**config.mk**
```make
export PLATFORM = sky130hd
export DESIGN_NAME = ordered_array_insert_delete
export DESIGN_NICKNAME = d
export VERILOG_FILES = /design/src/rtl/oaid_pkg.sv /design/src/rtl/oaid_ram.sv /design/src/rtl/ordered_array_insert_delete.sv
export SDC_FILE = /design/constraint.sdc
export NUM_CORES = 1
export LEC_CHECK = 0
export ABC_CLOCK_PERIOD_IN_PS = 12900
export BUFFER_PORTS_ARGS = -buffer_cell sky130_fd_sc_hd__buf_2
export CAP_MARGIN = 15
export CORE_MARGIN = 2
export CORE_UTILIZATION = 66
export DETAILED_ROUTE_END_ITERATION = 12
export PLACE_DENSITY = 0.84
export SLEW_MARGIN = 20
export SYNTH_ARGS = -nofsm -noshare
export SYNTH_HDL_FRONTEND = slang
export SYNTH_SLANG_ARGS = --single-unit
```
**constraint.sdc**
```tcl
create_clock -name clk -period 12.9 [get_ports clk]
set_clock_uncertainty 0.2 [all_clocks]
set_input_delay 1.29 -clock clk [delete_from_list [all_inputs] [get_ports clk]]
set_output_delay 1.29 -clock clk [all_outputs]
set_load 0.01 [all_outputs]
```
**src/rtl/oaid_pkg.sv**
```systemverilog
// oaid_pkg: shared types and codes for the ordered array insert/delete block
// used by ordered_array_insert_delete; no dependencies
`default_nettype none

package oaid_pkg;

  // field widths fixed by the interface
  localparam int unsigned OpBits     = 3;
  localparam int unsigned CountBits  = 5;
  localparam int unsigned StatusBits = 2;

  typedef enum logic [OpBits-1:0] {
    OP_INSERT = 3'd0,
    OP_APPEND = 3'd1,
    OP_READ   = 3'd2,
    OP_DELETE = 3'd3,
    OP_EDIT   = 3'd4
  } op_t;

  typedef enum logic [StatusBits-1:0] {
    STAT_OK        = 2'd0,
    STAT_BAD_INDEX = 2'd1,
    STAT_OVERFLOW  = 2'd2
  } status_t;

  typedef enum logic [2:0] {
    ST_IDLE,
    ST_MOVE,
    ST_LAST,
    ST_PUT,
    ST_READ
  } state_t;

endpackage

`default_nettype wire

```
**src/rtl/oaid_ram.sv**
```systemverilog
// oaid_ram: generic single-write, single-read ram with registered read data
// no dependencies
`default_nettype none

module oaid_ram #(
  parameter int unsigned WIDTH = 32,
  parameter int unsigned DEPTH = 16
) (
  input  wire logic                     clk,
  input  wire logic                     wr_en,
  input  wire logic [$clog2(DEPTH)-1:0] wr_addr,
  input  wire logic [WIDTH-1:0]         wr_data,
  input  wire logic [$clog2(DEPTH)-1:0] rd_addr,
  output logic      [WIDTH-1:0]         rd_data
);

  logic [WIDTH-1:0] mem [DEPTH];

  always_ff @(posedge clk) begin
    if (wr_en) begin
      mem[wr_addr] <= wr_data;
    end
    rd_data <= mem[rd_addr];
  end

endmodule

`default_nettype wire

```
**src/rtl/ordered_array_insert_delete.sv**
```systemverilog
// ordered_array_insert_delete: bounded ordered list with insert, append, read,
// delete and edit; depends on oaid_pkg and oaid_ram
`default_nettype none

// An item is taken when start is high and busy is low. Exactly one result
// follows per item, shown for one cycle with done high; the receiver cannot
// stall it. Append, edit, a failed operation, an unknown opcode, an insert at
// the end and a delete of the last entry finish at once (done on the cycle
// after the transfer). A read passes through ST_READ before done, because
// the entry store has a registered read port. Insert and delete move entries
// one per cycle through the single write port of the store: ST_MOVE reads
// each source entry and writes back the one read before it (pipeline fill),
// ST_LAST drains the final entry, and for insert ST_PUT writes the new word
// last. The list empties on reset and on any write of the capacity register;
// a capacity of 0 behaves as 1 and one above MAX_ENTRIES behaves as MAX_ENTRIES.
module ordered_array_insert_delete #(
  parameter int unsigned MAX_ENTRIES = 16,
  parameter int unsigned WORD_BITS   = 32
) (
  input  wire logic                                clk,
  input  wire logic                                rst,
  // capacity register write
  input  wire logic                                cfg_we,
  input  wire logic        [oaid_pkg::CountBits-1:0] cfg_data,
  // command side
  input  wire logic                                start,
  output logic                                     busy,
  input  wire logic        [oaid_pkg::OpBits-1:0]  opcode,
  input  wire logic        [oaid_pkg::CountBits-1:0] index,
  input  wire logic signed [WORD_BITS-1:0]         data,
  // result side
  output logic                                     done,
  output logic signed      [WORD_BITS-1:0]         read_data,
  output logic             [oaid_pkg::StatusBits-1:0] status,
  output logic             [oaid_pkg::CountBits-1:0] entry_count,
  output logic                                     is_empty,
  output logic                                     is_full
);

  localparam int unsigned AW = $clog2(MAX_ENTRIES);
  localparam int unsigned CW = oaid_pkg::CountBits;

  // control state
  oaid_pkg::state_t  state, state_next;
  logic [CW-1:0]     capacity;
  logic [CW-1:0]     count, count_next;
  logic              pend, pend_next;       // a read is in flight to be written back
  logic              done_next;

  // item and datapath registers
  oaid_pkg::op_t     op_r, op_r_next;
  logic [CW-1:0]     pos_r, pos_r_next;
  logic [WORD_BITS-1:0] word_r, word_r_next;
  logic [CW-1:0]     cursor, cursor_next;   // next source entry to read
  logic [CW-1:0]     stop, stop_next;       // last source entry of the move
  logic [CW-1:0]     pend_addr, pend_addr_next;
  logic [WORD_BITS-1:0] rdata, rdata_next;
  oaid_pkg::status_t status_r, status_next;

  // ram port
  logic                 ram_we;
  logic [CW-1:0]        ram_waddr;
  logic [WORD_BITS-1:0] ram_wdata;
  logic [CW-1:0]        ram_raddr;
  logic [WORD_BITS-1:0] ram_rdata;

  // effective capacity with saturation at both ends
  logic [CW-1:0] cap_eff;
  logic          list_full;
  logic          accept;

  always_comb begin
    if (capacity == '0) begin
      cap_eff = CW'(1);
    end else if (32'(capacity) > 32'(MAX_ENTRIES)) begin
      cap_eff = CW'(MAX_ENTRIES);
    end else begin
      cap_eff = capacity;
    end
  end

  assign list_full = (count >= cap_eff);
  assign busy      = (state != oaid_pkg::ST_IDLE);
  assign accept    = start && !busy;

  oaid_ram #(
    .WIDTH (WORD_BITS),
    .DEPTH (MAX_ENTRIES)
  ) u_ram (
    .clk     (clk),
    .wr_en   (ram_we),
    .wr_addr (AW'(ram_waddr)),
    .wr_data (ram_wdata),
    .rd_addr (AW'(ram_raddr)),
    .rd_data (ram_rdata)
  );

  // next state
  always_comb begin
    state_next = state;
    case (state)
      oaid_pkg::ST_IDLE: begin
        if (accept) begin
          case (oaid_pkg::op_t'(opcode))
            oaid_pkg::OP_INSERT: begin
              if (index < count && !list_full) begin
                state_next = oaid_pkg::ST_MOVE;
              end
            end
            oaid_pkg::OP_READ: begin
              if (index < count) begin
                state_next = oaid_pkg::ST_READ;
              end
            end
            oaid_pkg::OP_DELETE: begin
              // index checked first so a far index cannot wrap into a move
              if (index < count && index + CW'(1) < count) begin
                state_next = oaid_pkg::ST_MOVE;
              end
            end
            default: state_next = oaid_pkg::ST_IDLE;
          endcase
        end
      end
      oaid_pkg::ST_MOVE: begin
        if (cursor == stop) begin
          state_next = oaid_pkg::ST_LAST;
        end
      end
      oaid_pkg::ST_LAST: begin
        state_next = (op_r == oaid_pkg::OP_INSERT) ? oaid_pkg::ST_PUT : oaid_pkg::ST_IDLE;
      end
      oaid_pkg::ST_PUT:  state_next = oaid_pkg::ST_IDLE;
      oaid_pkg::ST_READ: state_next = oaid_pkg::ST_IDLE;
      default:           state_next = oaid_pkg::ST_IDLE;
    endcase
  end

  // datapath and ram control
  always_comb begin
    count_next     = count;
    pend_next      = pend;
    done_next      = 1'b0;
    op_r_next      = op_r;
    pos_r_next     = pos_r;
    word_r_next    = word_r;
    cursor_next    = cursor;
    stop_next      = stop;
    pend_addr_next = pend_addr;
    rdata_next     = rdata;
    status_next    = status_r;
    ram_we         = 1'b0;
    ram_waddr      = pend_addr;
    ram_wdata      = ram_rdata;
    ram_raddr      = cursor;
    case (state)
      oaid_pkg::ST_IDLE: begin
        ram_raddr   = index;
        op_r_next   = oaid_pkg::op_t'(opcode);
        pos_r_next  = index;
        word_r_next = data;
        pend_next   = 1'b0;
        if (accept) begin
          rdata_next  = '0;
          status_next = oaid_pkg::STAT_OK;
          done_next   = 1'b1;
          case (oaid_pkg::op_t'(opcode))
            oaid_pkg::OP_INSERT: begin
              if (index > count) begin
                status_next = oaid_pkg::STAT_BAD_INDEX;
              end else if (list_full) begin
                status_next = oaid_pkg::STAT_OVERFLOW;
              end else if (index == count) begin
                // insert at the end needs no move
                ram_we     = 1'b1;
                ram_waddr  = index;
                ram_wdata  = data;
                count_next = count + CW'(1);
              end else begin
                // move down from the top entry to index
                done_next   = 1'b0;
                cursor_next = count - CW'(1);
                stop_next   = index;
              end
            end
            oaid_pkg::OP_APPEND: begin
              if (list_full) begin
                status_next = oaid_pkg::STAT_OVERFLOW;
              end else begin
                ram_we     = 1'b1;
                ram_waddr  = count;
                ram_wdata  = data;
                count_next = count + CW'(1);
              end
            end
            oaid_pkg::OP_READ: begin
              if (index >= count) begin
                status_next = oaid_pkg::STAT_BAD_INDEX;
                rdata_next  = '1;
              end else begin
                done_next = 1'b0;
              end
            end
            oaid_pkg::OP_DELETE: begin
              if (index >= count) begin
                status_next = oaid_pkg::STAT_BAD_INDEX;
              end else if (index + CW'(1) == count) begin
                // last entry just drops off
                count_next = count - CW'(1);
              end else begin
                done_next   = 1'b0;
                cursor_next = index + CW'(1);
                stop_next   = count - CW'(1);
              end
            end
            oaid_pkg::OP_EDIT: begin
              if (index >= count) begin
                status_next = oaid_pkg::STAT_BAD_INDEX;
              end else begin
                ram_we    = 1'b1;
                ram_waddr = index;
                ram_wdata = data;
              end
            end
            default: status_next = oaid_pkg::STAT_OK;
          endcase
        end
      end
      oaid_pkg::ST_MOVE: begin
        // read cursor now, write back the entry read last cycle
        ram_we    = pend;
        pend_next = 1'b1;
        if (op_r == oaid_pkg::OP_INSERT) begin
          pend_addr_next = cursor + CW'(1);
          cursor_next    = cursor - CW'(1);
        end else begin
          pend_addr_next = cursor - CW'(1);
          cursor_next    = cursor + CW'(1);
        end
      end
      oaid_pkg::ST_LAST: begin
        ram_we    = 1'b1;
        pend_next = 1'b0;
        if (op_r != oaid_pkg::OP_INSERT) begin
          count_next = count - CW'(1);
          done_next  = 1'b1;
        end
      end
      oaid_pkg::ST_PUT: begin
        ram_we     = 1'b1;
        ram_waddr  = pos_r;
        ram_wdata  = word_r;
        count_next = count + CW'(1);
        done_next  = 1'b1;
      end
      oaid_pkg::ST_READ: begin
        rdata_next = ram_rdata;
        done_next  = 1'b1;
      end
      default: done_next = 1'b0;
    endcase
  end

  // control registers
  always_ff @(posedge clk) begin
    if (rst) begin
      state    <= oaid_pkg::ST_IDLE;
      capacity <= CW'(16);
      count    <= '0;
      pend     <= 1'b0;
      done     <= 1'b0;
    end else begin
      state <= state_next;
      pend  <= pend_next;
      done  <= done_next;
      if (cfg_we) begin
        // a capacity write empties the list
        capacity <= cfg_data;
        count    <= '0;
      end else begin
        count <= count_next;
      end
    end
  end

  // payload registers
  always_ff @(posedge clk) begin
    op_r      <= op_r_next;
    pos_r     <= pos_r_next;
    word_r    <= word_r_next;
    cursor    <= cursor_next;
    stop      <= stop_next;
    pend_addr <= pend_addr_next;
    rdata     <= rdata_next;
    status_r  <= status_next;
  end

  assign read_data   = rdata;
  assign status      = status_r;
  assign entry_count = count;
  assign is_empty    = (count == '0);
  assign is_full     = (count == cap_eff);

  // the stored count never exceeds what the capacity allows
  a_count_bound: assert property (@(posedge clk) disable iff (rst)
    count <= cap_eff)
    else $error("entry count above capacity");

  // a result is only shown while no item is in progress
  a_done_idle: assert property (@(posedge clk) disable iff (rst)
    done |-> !busy)
    else $error("result strobe while busy");

  // a move never ends in a strobe straight from the move loop
  a_move_no_done: assert property (@(posedge clk) disable iff (rst)
    (state == oaid_pkg::ST_MOVE) |=> !done)
    else $error("result strobe during entry move");

  // every write to the store stays within the usable entries
  a_write_range: assert property (@(posedge clk) disable iff (rst)
    ram_we |-> (ram_waddr < cap_eff))
    else $error("store write beyond capacity");

  // the drain state always writes back a pending entry
  a_last_pending: assert property (@(posedge clk) disable iff (rst)
    (state == oaid_pkg::ST_LAST) |-> pend)
    else $error("drain without pending entry");

endmodule

`default_nettype wire
```
# ---- Yosys cells after proc, flatten, opt, wreduce, memory -nomap -nowiden
# Memories as Yosys holds them, arrays and structs flattened. A register that Yosys moved wholly into a read port is not among the register bits.
# Cells that the tools add are included.
dict set report word_totals {
  n_memories 1
  word_cells 167
  ram_bits 512
  register_bits 102
  inputBits 49
}
dict set report op_classes {
  n_lt_le_gt_ge 6
  n_mux 81
  eq_ne 33
  n_reduce_logical 28
  n_addsub 5
}
# memory words word_bits read_ports rd_clocked_by_memory_dff wr line_no
set mem_list {}
lappend mem_list {u_ram.mem 16 32 1 1 1 oaid_ram.sv:17} ;# logic [WIDTH-1:0] mem [DEPTH];
# operator count
set ops {}
lappend ops {{2-to-1 mux 32 bit} 9}
lappend ops {{one-hot mux 32 bit (2 select lines)} 2}
lappend ops {{2-to-1 mux 5 bit} 22}
lappend ops {{one-hot mux 32 bit (3 select lines)} 1}
lappend ops {{!= test 3 bit (second input constant)} 11}
lappend ops {{2-to-1 mux 4 bit} 8}
lappend ops {{one-hot mux 5 bit (2 select lines)} 3}
lappend ops {{one-hot mux 5 bit (3 select lines)} 2}
lappend ops {{== test 5 bit} 4}
lappend ops {{one-hot mux 3 bit (3 select lines)} 2}
lappend ops {{2-to-1 mux 1 bit} 16}
lappend ops {{!= test 2 bit (second input constant)} 8}
lappend ops {{AND reduction 8 bit} 2}
lappend ops {{adder 5 x 1 -> 5 bit (second input constant)} 3}
lappend ops {{2-to-1 mux 3 bit} 5}
lappend ops {{== test 3 x 2 -> 1 bit (second input constant)} 4}
lappend ops {{one-hot mux 1 bit (3 select lines)} 4}
lappend ops {{one-hot mux 4 bit (3 select lines)} 1}
lappend ops {{greater-or-equal comparator 5 bit} 2}
lappend ops {{zero test 5 bit} 2}
lappend ops {{less-than comparator 5 bit} 2}
lappend ops {{AND reduction 10 bit} 1}
lappend ops {{subtractor 5 x 1 -> 5 bit (second input constant)} 2}
lappend ops {{zero test 3 bit} 3}
lappend ops {{18 further kinds} 34}

# ---- Depth between registers and ports, before layout
# Gate-level depths: netlist of the first run.
dict set report depth {
  ltp_word 11
  ltp_mapped 12
}

# ---- Hierarchy
# Synthesis of the first run repeated with hierarchy kept, for this count alone.
dict set report unflattened {
  hier_cells 1363
  hier_area_um2 25649.6
}
# mod area_each_um2 n_inst cells_per_inst
set modules_own_cells {}
lappend modules_own_cells {oaid_ram 19854.0 1 838}
lappend modules_own_cells {ordered_array_insert_delete 5795.6 1 525}

# ---- Least setup slack after synthesis of the first run
# Ideal clock, no wire load.
dict set report synth_timing {
  kind {input to register}
  from {input index[0] in the netlist's numbering}
  to {memory u_ram.mem[6][0] (enable)}
  t_arrival_ns 4.535
  slack_ns 7.744
  setup_time_ns 0.421
  t_required_ns 12.279
  path_stages 10
  path_buffers 1
  cell_sequence {clkbuf_1 > inv_1 > ha_1 > and2_1 > a21oi_1 > o31ai_1 > a31oi_1 > a221oi_1 > nand2_1 > nor2_1}
}
dict set report synth_between {
  elab_chain_cells 9
  elab_cells_between_ends 19
  cone_classes {order compare (2); eq/ne (1); mux (16)}
}
# element line_no
set synth_lines {}
lappend synth_lines {{start, declared} ordered_array_insert_delete.sv:29} ;# input wire logic [oaid_pkg::CountBits-1:0] index,
lappend synth_lines {{== test 5 bit} ordered_array_insert_delete.sv:173} ;# end else if (index == count) begin
lappend synth_lines {{2-to-1 mux 1 bit} ordered_array_insert_delete.sv:173}
lappend synth_lines {{2-to-1 mux 1 bit} ordered_array_insert_delete.sv:171} ;# end else if (list_full) begin
lappend synth_lines {{2-to-1 mux 1 bit} ordered_array_insert_delete.sv:169} ;# if (index > count) begin
lappend synth_lines {{one-hot mux 1 bit (3 select lines)} ordered_array_insert_delete.sv:167} ;# case (oaid_pkg::op_t'(opcode))
lappend synth_lines {{2-to-1 mux 1 bit} ordered_array_insert_delete.sv:163} ;# if (accept) begin
lappend synth_lines {{one-hot mux 1 bit (3 select lines)} ordered_array_insert_delete.sv:156} ;# case (state)
lappend synth_lines {{2-to-1 mux 1 bit} oaid_ram.sv:20} ;# if (wr_en) begin
lappend synth_lines {{2-to-1 mux 1 bit (implied by the code)} oaid_ram.sv:21} ;# mem[wr_addr] <= wr_data;
lappend synth_lines {{end, declared} oaid_ram.sv:17}
# Several ways; a longest one is shown, not always the timed one.

# ---- Worst setup path after layout of the first run
dict set report layout_timing {
  from {register state[0]}
  to {register u_ram.rd_data[11] (read register of u_ram.mem)}
}
dict set report layout_between {
  elab_chain_cells 2
}
# element line_no
set layout_lines {}
lappend layout_lines {{start, declared} ordered_array_insert_delete.sv:44} ;# oaid_pkg::state_t state, state_next;
lappend layout_lines {{start signal, assigned} ordered_array_insert_delete.sv:267} ;# state <= oaid_pkg::ST_IDLE;
lappend layout_lines {{start signal, assigned} ordered_array_insert_delete.sv:273} ;# state <= state_next;
lappend layout_lines {{zero test 3 bit} ordered_array_insert_delete.sv:156}
lappend layout_lines {{2-to-1 mux 4 bit} ordered_array_insert_delete.sv:156}
lappend layout_lines {{end, declared} oaid_ram.sv:14} ;# output logic [WIDTH-1:0] rd_data
# Every way passes these cells.
# A chain may end at the register's enable or synchronous reset.

==> flow_summary_export.csv, run 1 <==
group,metric,value,unit
setup_path,critical_path_class,"flop to flop",
clock_network,cts_tree,"built",
grt,grt_usage,31.46,%
setup_path,reg2reg_slack,7.32,ns
setup_path,reg2reg_from,"state[0]",
yosys,synth_top_family_by_area,"simple AND/OR/NAND/NOR gates",
power,p_comb_share,11.6,%
clock_network,cts.path.max_buffers,3,
die,die_height,204.1,um
detailed_routing,ant_nets,0,
die,die_width,204.1,um
die,io_pins,92,
power,p_sw,1.236,mW
clock_network,cts_hold_buf,0,
power,power_frac_clock,38.3,%
yosys,yosys_warnings,0,
yosys,synth_compound_area_share,8.955,%
final_layout,fill_cells,2313,
setup_path,r2r-end,"u_ram.rd_data[11]",
clock_network,cts_inserted_buffers,60,
power,p_sw_share,24.71,%
clock_network,htreeDepth,2,
yosys,synth_nets,2167,
power,leakagePower,10.80,nW
grt,grt_pass1_vias,17530,
timing,relSlewSlack,23.18,%
status,status,"finished clean",
power,p_per_area,167.8,mW/mm^2
yosys,synth_top_area_share,68.05,%
min_path,worstHoldPathCells,2,
power,seqPwrFrac,50.1,%
die,core_area,0.03964,sq mm
min_path,hold_start,"capacity[0]",
setup_path,ff2ff_path_depth,10,
timing,min_period,5.580,ns
yosys,ys_seq_area_share,71.61,%
detailed_routing,first_iter_violations,2669,
yosys,avgSynthCellArea,12.61,sq um
die,die-area,0.04167,sq mm
yosys,yosys.area_share.simple,14.89,%
setup_path,cp-end-kind,"flop",
timing,finalHoldViolCount,0,
clock_network,cts_sinks,646,
setup_path,cp.required,13.23,ns
final_layout,finalNetCount,2211,
yosys,synth_cells,2097,
setup_path,slowest_delay,0.94,ns
clock_network,post_cts_resize_count,0,
detailed_routing,vias,17960,
setup_path,path_max_fanout,96,
yosys,syn_area,0.02643,sq mm
detailed_routing,vias_per_cell,6.615,
power,p_int,3.767,mW
clock_network,clock_latency,0.63,ns
timing,final_max_slew_viol_count,0,
placement,gp_congestion,0.8996,
clock_network,clockRootBuffer,"clkbuf_16",
yosys,yosys.cell_types.count,63,
grt,grt_overflow,0,
yosys,synth_area_leader_cell,"edfxtp_1",
detailed_routing,drc_errors,0,
detailed_routing,dr.pass1.iters,6,
timing,worstMarginPinSlew,1.150,ns
timing,final.setup.tns,0,ns
yosys,synthFlopType,"edfxtp_1",
detailed_routing,routed_wl,65.29,mm
yosys,yosysMostFrequentCell,"nand2_1",
yosys,synth_fa_ha_area_share,0.9940,%
grt,grt_max_degree,193,
die,row_count,73,
min_path,hold_path_class,"flop to flop",
die,start_util,66.68,%
grt,antenna_found_initial,0,
flow_run,maxCapViolations,0,
yosys,synth_area_leaders,"edfxtp_1 (68%), nand2_1 (8.6%), dfxtp_1 (3.6%), a311oi_1 (3.2%), nand3_1 (2.7%)",
setup_path,critical_path.slowest_cell,"buf_4",
timing,timing.fmax,179.2,MHz
timing,whs,0.3324,ns
clock_network,clk_transition_reported_paths,0.07,ns
yosys,synth_mux_area_share,0.4544,%
setup_path,arrival,5.91,ns
min_path,holdPathEnd,"capacity[0]",
setup_path,crit_chain,"or3_1 -> inv_4 -> mux2i_4 -> buf_4 -> buf_4 -> nand2_1 -> and3_1 -> a311oi_1 -> a311oi_1 -> a21oi_1",
clock_network,post-cts-setup-buffer-count,0,
placement,place_hpwl,36.11,mm
yosys,yosys.area_share.xor_xnor,0.5964,%
final_layout,area_delta_synth_final,12.81,%
yosys,synth.ff_latch_count,646,
timing,min_period_over_period,43.25,%
power,fin_total_pwr,5.003,mW
placement,port_buffers,91,
final_layout,drive_gt1_share,11.55,%
yosys,synthArstFlopShare,0,%
grt,grt_pass1_wl,99.27,mm
timing,rsz0062_at_grt,"false",
detailed_routing,detail_route.wl_per_cell,24.05,um
final_layout,antenna_cells,0,
yosys,synth_edf_count,599,
power,max-vdd-ir-drop,0.1227,mV
timing,setup_viol,0,
yosys,synthTopCellsByCount,"nand2_1 (609), edfxtp_1 (599), nand3_1 (141)",
setup_path,start_kind,"flop",
[per-layer routing]
layer | global-route usage [%] | up-vias | routed length [um]
met1 | 43.36 | 8748 | 24260
met5 | 0 | - | 0
met3 | 5.230 | 149 | 7101
met2 | 50.07 | 1210 | 31810
li1 | - | 7854 | -
met4 | 14.03 | 0 | 2119
[cells in the final DEF (no fill, tap or decap), drive strengths merged, types with 3 or more instances in the layout]
cell type / instances
nand2: 609
edfxtp: 599
nand3: 142
buf: 120
a311oi: 96
clkbuf: 75
and3: 67
a21oi: 61
nor2: 50
dfxtp: 47
a31oi: 39
a21o: 36
a22oi: 35
o21ai: 23
clkinv: 22
ha: 21
inv: 18
bufinv: 13
xnor2: 12
mux2i: 12
o31ai: 9
nor2b: 7
xor2: 6
or3: 6
nor3: 6
nand4: 5
o211ai: 5
or2: 3
nand2b: 3
o21a: 3
a221oi: 3
a221o: 3
nor4: 3
nand3b: 3
[flip-flops by register name, indices dropped and copies added (netlist names), 5 cells and up]
signal,cells
u_ram.mem,512
read_data,32
u_ram.rd_data,32
word_r,32
capacity,5
cursor,5
entry_count,5
stop,5
[worst max path at each step]
stage          depth (start not counted)     start                end  slack [ns]
2_1_floorplan                         10  index[0]    u_ram.mem[6][0]        7.74
3_3_place_gp                          11  index[0]   u_ram.mem[6][13]        7.42
3_5_place_dp                          11  index[0]   u_ram.mem[6][14]        7.30
4_1_cts                               10  state[0]  u_ram.rd_data[11]        7.39
5_1_grt                               10  state[0]  u_ram.rd_data[11]        7.06
6_report                              10  state[0]  u_ram.rd_data[11]        7.32
[logic make-up after synthesis]
kind of cell / count (synthesis)
buf+inv: 155
compound gates: 329
simple gates: 916
xor+xnor: 18
mux: 12
fa+ha+maj: 21
flops: 646
[stage by stage]
step | std cells | area [sq um] | utilization (%) | worst slack [ns]
after detailed placement | 2597 | 27480 | 69.33 | 7.302
after floorplan | 2097 | 26430 | - | 7.744
after global placement | 2587 | 27290 | 68.83 | 7.417
after global routing | 2715 | 29820 | 75.23 | 7.062
final | 2715 | 29820 | 75.23 | 7.320
after CTS | 2708 | 29630 | 74.75 | 7.394
[cell type report]
cell class	instances	area, sq um	share of cell area (%)
Tap cell	525	656.9	2.203
Multi-Input combinational cell	1296	7069	23.71
Clock buffer	75	1628	5.459
Sequential cell	646	18930	63.48
Timing Repair Buffer	120	953.4	3.197
Inverter	17	66.31	0.2224
Clock inverter	36	518.0	1.737
[power by group through the flow]
stage / Sequential (mW) / Combinational (mW) / Clock [mW]
3_5_place_dp: 2.55 / 0.559 / 0
4_1_cts: 2.50 / 0.568 / 1.92
2_1_floorplan: 2.53 / 0.371 / 0
5_1_grt: 2.51 / 0.630 / 2.00
3_3_place_gp: 2.55 / 0.534 / 0
6_report: 2.50 / 0.581 / 1.92
[worst max-delay path, delay by kind of cell, from the launching register on]
| kind | cells | cell delay, ns |
|---|---|---|
| AO/OA/AOI/OAI | 3 | 0.74 |
| AND/OR/NAND/NOR | 3 | 0.92 |
| buffers and inverters | 3 | 2.41 |
| flip-flops | 1 | 0.45 |
| multiplexers | 1 | 0.69 |
Note: power is estimated with default switching activity, not from simulation.
==> run 2: changes to the inputs <==
--- a/config.mk
+++ b/config.mk
@@ -5,13 +5,14 @@
 export SDC_FILE = /design/constraint.sdc
 export NUM_CORES = 1
 export LEC_CHECK = 0
-export ABC_CLOCK_PERIOD_IN_PS = 12900
+export ABC_AREA = 1
+export ABC_CLOCK_PERIOD_IN_PS = 5800
 export BUFFER_PORTS_ARGS = -buffer_cell sky130_fd_sc_hd__buf_2
 export CAP_MARGIN = 15
 export CORE_MARGIN = 2
-export CORE_UTILIZATION = 66
+export CORE_UTILIZATION = 62
 export DETAILED_ROUTE_END_ITERATION = 12
-export PLACE_DENSITY = 0.84
+export PLACE_DENSITY = 0.8
 export SLEW_MARGIN = 20
 export SYNTH_ARGS = -nofsm -noshare
 export SYNTH_HDL_FRONTEND = slang
==> constraint.sdc (replaced) <==
create_clock -name clk -period 5.8 [get_ports clk]
set_clock_uncertainty 0.2 [all_clocks]
set_input_delay 0.58 -clock clk [delete_from_list [all_inputs] [get_ports clk]]
set_output_delay 0.58 -clock clk [all_outputs]
set_load 0.01 [all_outputs]
==> flow_summary_export.csv, run 2 <==
group,metric,value,unit
timing,final_max_slew_viol_count,0,
setup_path,ff2ff_path_depth,13,
die,start_util,62.96,%
detailed_routing,vias_per_cell,6.512,
min_path,holdPathEnd,"op_r[2]",
final_layout,drive_gt1_share,12.02,%
clock_network,htreeDepth,2,
final_layout,largest_reg_flops,512,
min_path,worstHoldPathCells,1,
setup_path,critical_path_class,"flop to flop",
clock_network,post-cts-setup-buffer-count,0,
yosys,avgSynthCellArea,12.31,sq um
final_layout,area_delta_synth_final,13.35,%
detailed_routing,first_iter_violations,2615,
detailed_routing,routed_wl,70.02,mm
detailed_routing,ant_nets,0,
clock_network,post_cts_resize_count,0,
timing,final.setup.tns,0,ns
power,fin_total_pwr,11.34,mW
setup_path,crit_chain,"or4_1 -> o21ai_0 -> ha_1 -> o21ai_0 -> nand2_1 -> nor3_2 -> nor2_1 -> nor2_4 -> nor2_1 -> a21oi_1 -> nand2_1 -> nor2_4 -> buf_4",
yosys,yosysMostFrequentCell,"edfxtp_1",
setup_path,reg2reg_slack,1.30,ns
timing,worstMarginPinSlew,1.130,ns
grt,grt_overflow,0,
setup_path,arrival,4.62,ns
yosys,synth.ff_latch_count,646,
final_layout,finalNetCount,2344,
yosys,synth_edf_count,599,
setup_path,start_kind,"flop",
die,io_pins,92,
detailed_routing,dr.pass1.iters,8,
placement,place_hpwl,40.70,mm
clock_network,cts_tree,"built",
final_layout,largest_register,"u_ram.mem",
placement,gp_congestion,0.9240,
setup_path,path_max_fanout,21,
timing,setup_viol,0,
timing,min_period_over_period,77.65,%
yosys,synthTopCellsByCount,"edfxtp_1 (599), nor2_1 (322), o21ai_0 (271)",
clock_network,cts.path.max_buffers,3,
die,die_width,210.6,um
min_path,hold_start,"opcode[2]",
power,p_per_area,378.2,mW/mm^2
clock_network,cts_sinks,646,
timing,finalHoldViolCount,0,
timing,rsz0062_at_grt,"false",
yosys,synth_nets,2220,
clock_network,clockRootBuffer,"clkbuf_16",
die,die-area,0.04436,sq mm
setup_path,reg2reg_from,"capacity[0]",
final_layout,antenna_cells,0,
grt,grt_usage,31.44,%
die,core_area,0.04204,sq mm
setup_path,cp-end-kind,"flop",
die,die_height,210.6,um
setup_path,slowest_delay,0.80,ns
clock_network,clock_latency,0.63,ns
grt,antenna_found_initial,0,
clock_network,cts_inserted_buffers,60,
grt,grt_pass1_wl,105.3,mm
timing,min_period,4.504,ns
placement,port_buffers,91,
power,leakagePower,10.44,nW
flow_run,maxCapViolations,0,
yosys,yosys_warnings,0,
yosys,synth_area_leader_cell,"edfxtp_1",
yosys,synth_top_area_share,67.96,%
yosys,synthArstFlopShare,0,%
final_layout,mostFrequentLayoutCells,"edfxtp_1 (599), nor2_1 (306), o21ai_0 (271)",
yosys,yosys.cell_types.count,39,
timing,relSlewSlack,24.49,%
grt,grt_pass1_vias,18160,
final_layout,final_common_cell,"edfxtp_1",
yosys,synth_cells,2150,
clock_network,clk_transition_reported_paths,0.06,ns
timing,timing.fmax,222.0,MHz
yosys,ys_seq_area_share,71.52,%
setup_path,cp.required,5.92,ns
power,max-vdd-ir-drop,0.2507,mV
detailed_routing,drc_errors,0,
die,row_count,75,
setup_path,r2r-end,"u_ram.mem[3][28]",
yosys,synthFlopType,"edfxtp_1",
detailed_routing,vias,18630,
yosys,synth_area_leaders,"edfxtp_1 (68%), o21ai_0 (5.1%), nor2_1 (4.6%), dfxtp_1 (3.6%), nand2_1 (3.4%)",
min_path,hold_path_class,"input pin to flop",
setup_path,critical_path.slowest_cell,"nor2_4",
status,status,"finished clean",
grt,grt_max_degree,112,
detailed_routing,detail_route.wl_per_cell,24.47,um
yosys,syn_area,0.02647,sq mm
==> run 2: how the worst max path moves through the flow <==
stage | start | to | slack [ns] | cells past startpoint
floorplan | capacity[0] | u_ram.mem[3][0] | 1.46 | 15
global route | capacity[0] | u_ram.mem[3][23] | 1.07 | 13
finish | capacity[0] | u_ram.mem[3][28] | 1.30 | 13
CTS | capacity[0] | u_ram.mem[3][25] | 1.37 | 13
detailed placement | capacity[0] | u_ram.mem[3][22] | 1.37 | 13
global placement | capacity[0] | u_ram.mem[3][25] | 1.50 | 13
==> run 2: final cells by class <==
type	instances	area, sq um
flip-flops and latches	646	18930
fillers	2683	12040
multi-input cells	1268	6696
clock buffers	92	1712
repair buffers	192	1361
well taps	539	674.4
inverters	106	404.1
clock inverters	18	222.7
==> run 2: metrics by stage <==
step / setup WS, ns / util [%] / area [sq um] / instances / hold slack, ns
5_1_grt: 1.067 / 71.36 / 30000 / 2861 / 0.01001
2_1_floorplan: 1.465 / - / 26470 / 2150 / 0.2436
3_5_place_dp: 1.372 / 65.72 / 27630 / 2710 / 0.3070
6_report: 1.296 / 71.36 / 30000 / 2861 / 0.02799
4_1_cts: 1.372 / 71.18 / 29920 / 2856 / 0.007870
3_3_place_gp: 1.502 / 65.72 / 27630 / 2710 / 0.2661
==> run 2: layer usage <==
metal  wire (um)  global-route usage, %
met4        3504                  15.57
met1       25360                  40.06
met2       34920                  53.24
met5           0                      0
met3        6234                  4.713
==> run 2: cells by family after synthesis <==
group           Yosys count  synth area share (%)
compound gates          595                 13.54
flops                   646                 71.52
xor+xnor                 20                0.6619
simple gates            632                 9.488
fa+ha+maj                21                0.9928
buf+inv                 236                 3.796
==> run 2: repair_timing <==
item | 4_1_cts | 5_1_grt
endpoints found under the setup margin | 0 | 0
hold buffers | 36 | 0
endpoints found under the hold margin | 36 | 0
==> run 2: where the power goes <==
group | switching [mW] | internal, mW
Sequential | 0.0678 | 5.58
Clock | 1.68 | 2.21
Combinational | 1.35 | 0.468
==> run 2: worst max-delay path: cells and delay by family, from the launching register on <==
family                   cells  cell delay, ns
AO/OA/AOI/OAI                3            0.61
flip-flops                   1            0.31
adder cells (fa/ha/maj)      1            0.27
AND/OR/NAND/NOR              8            2.42
buffers and inverters        1            0.37
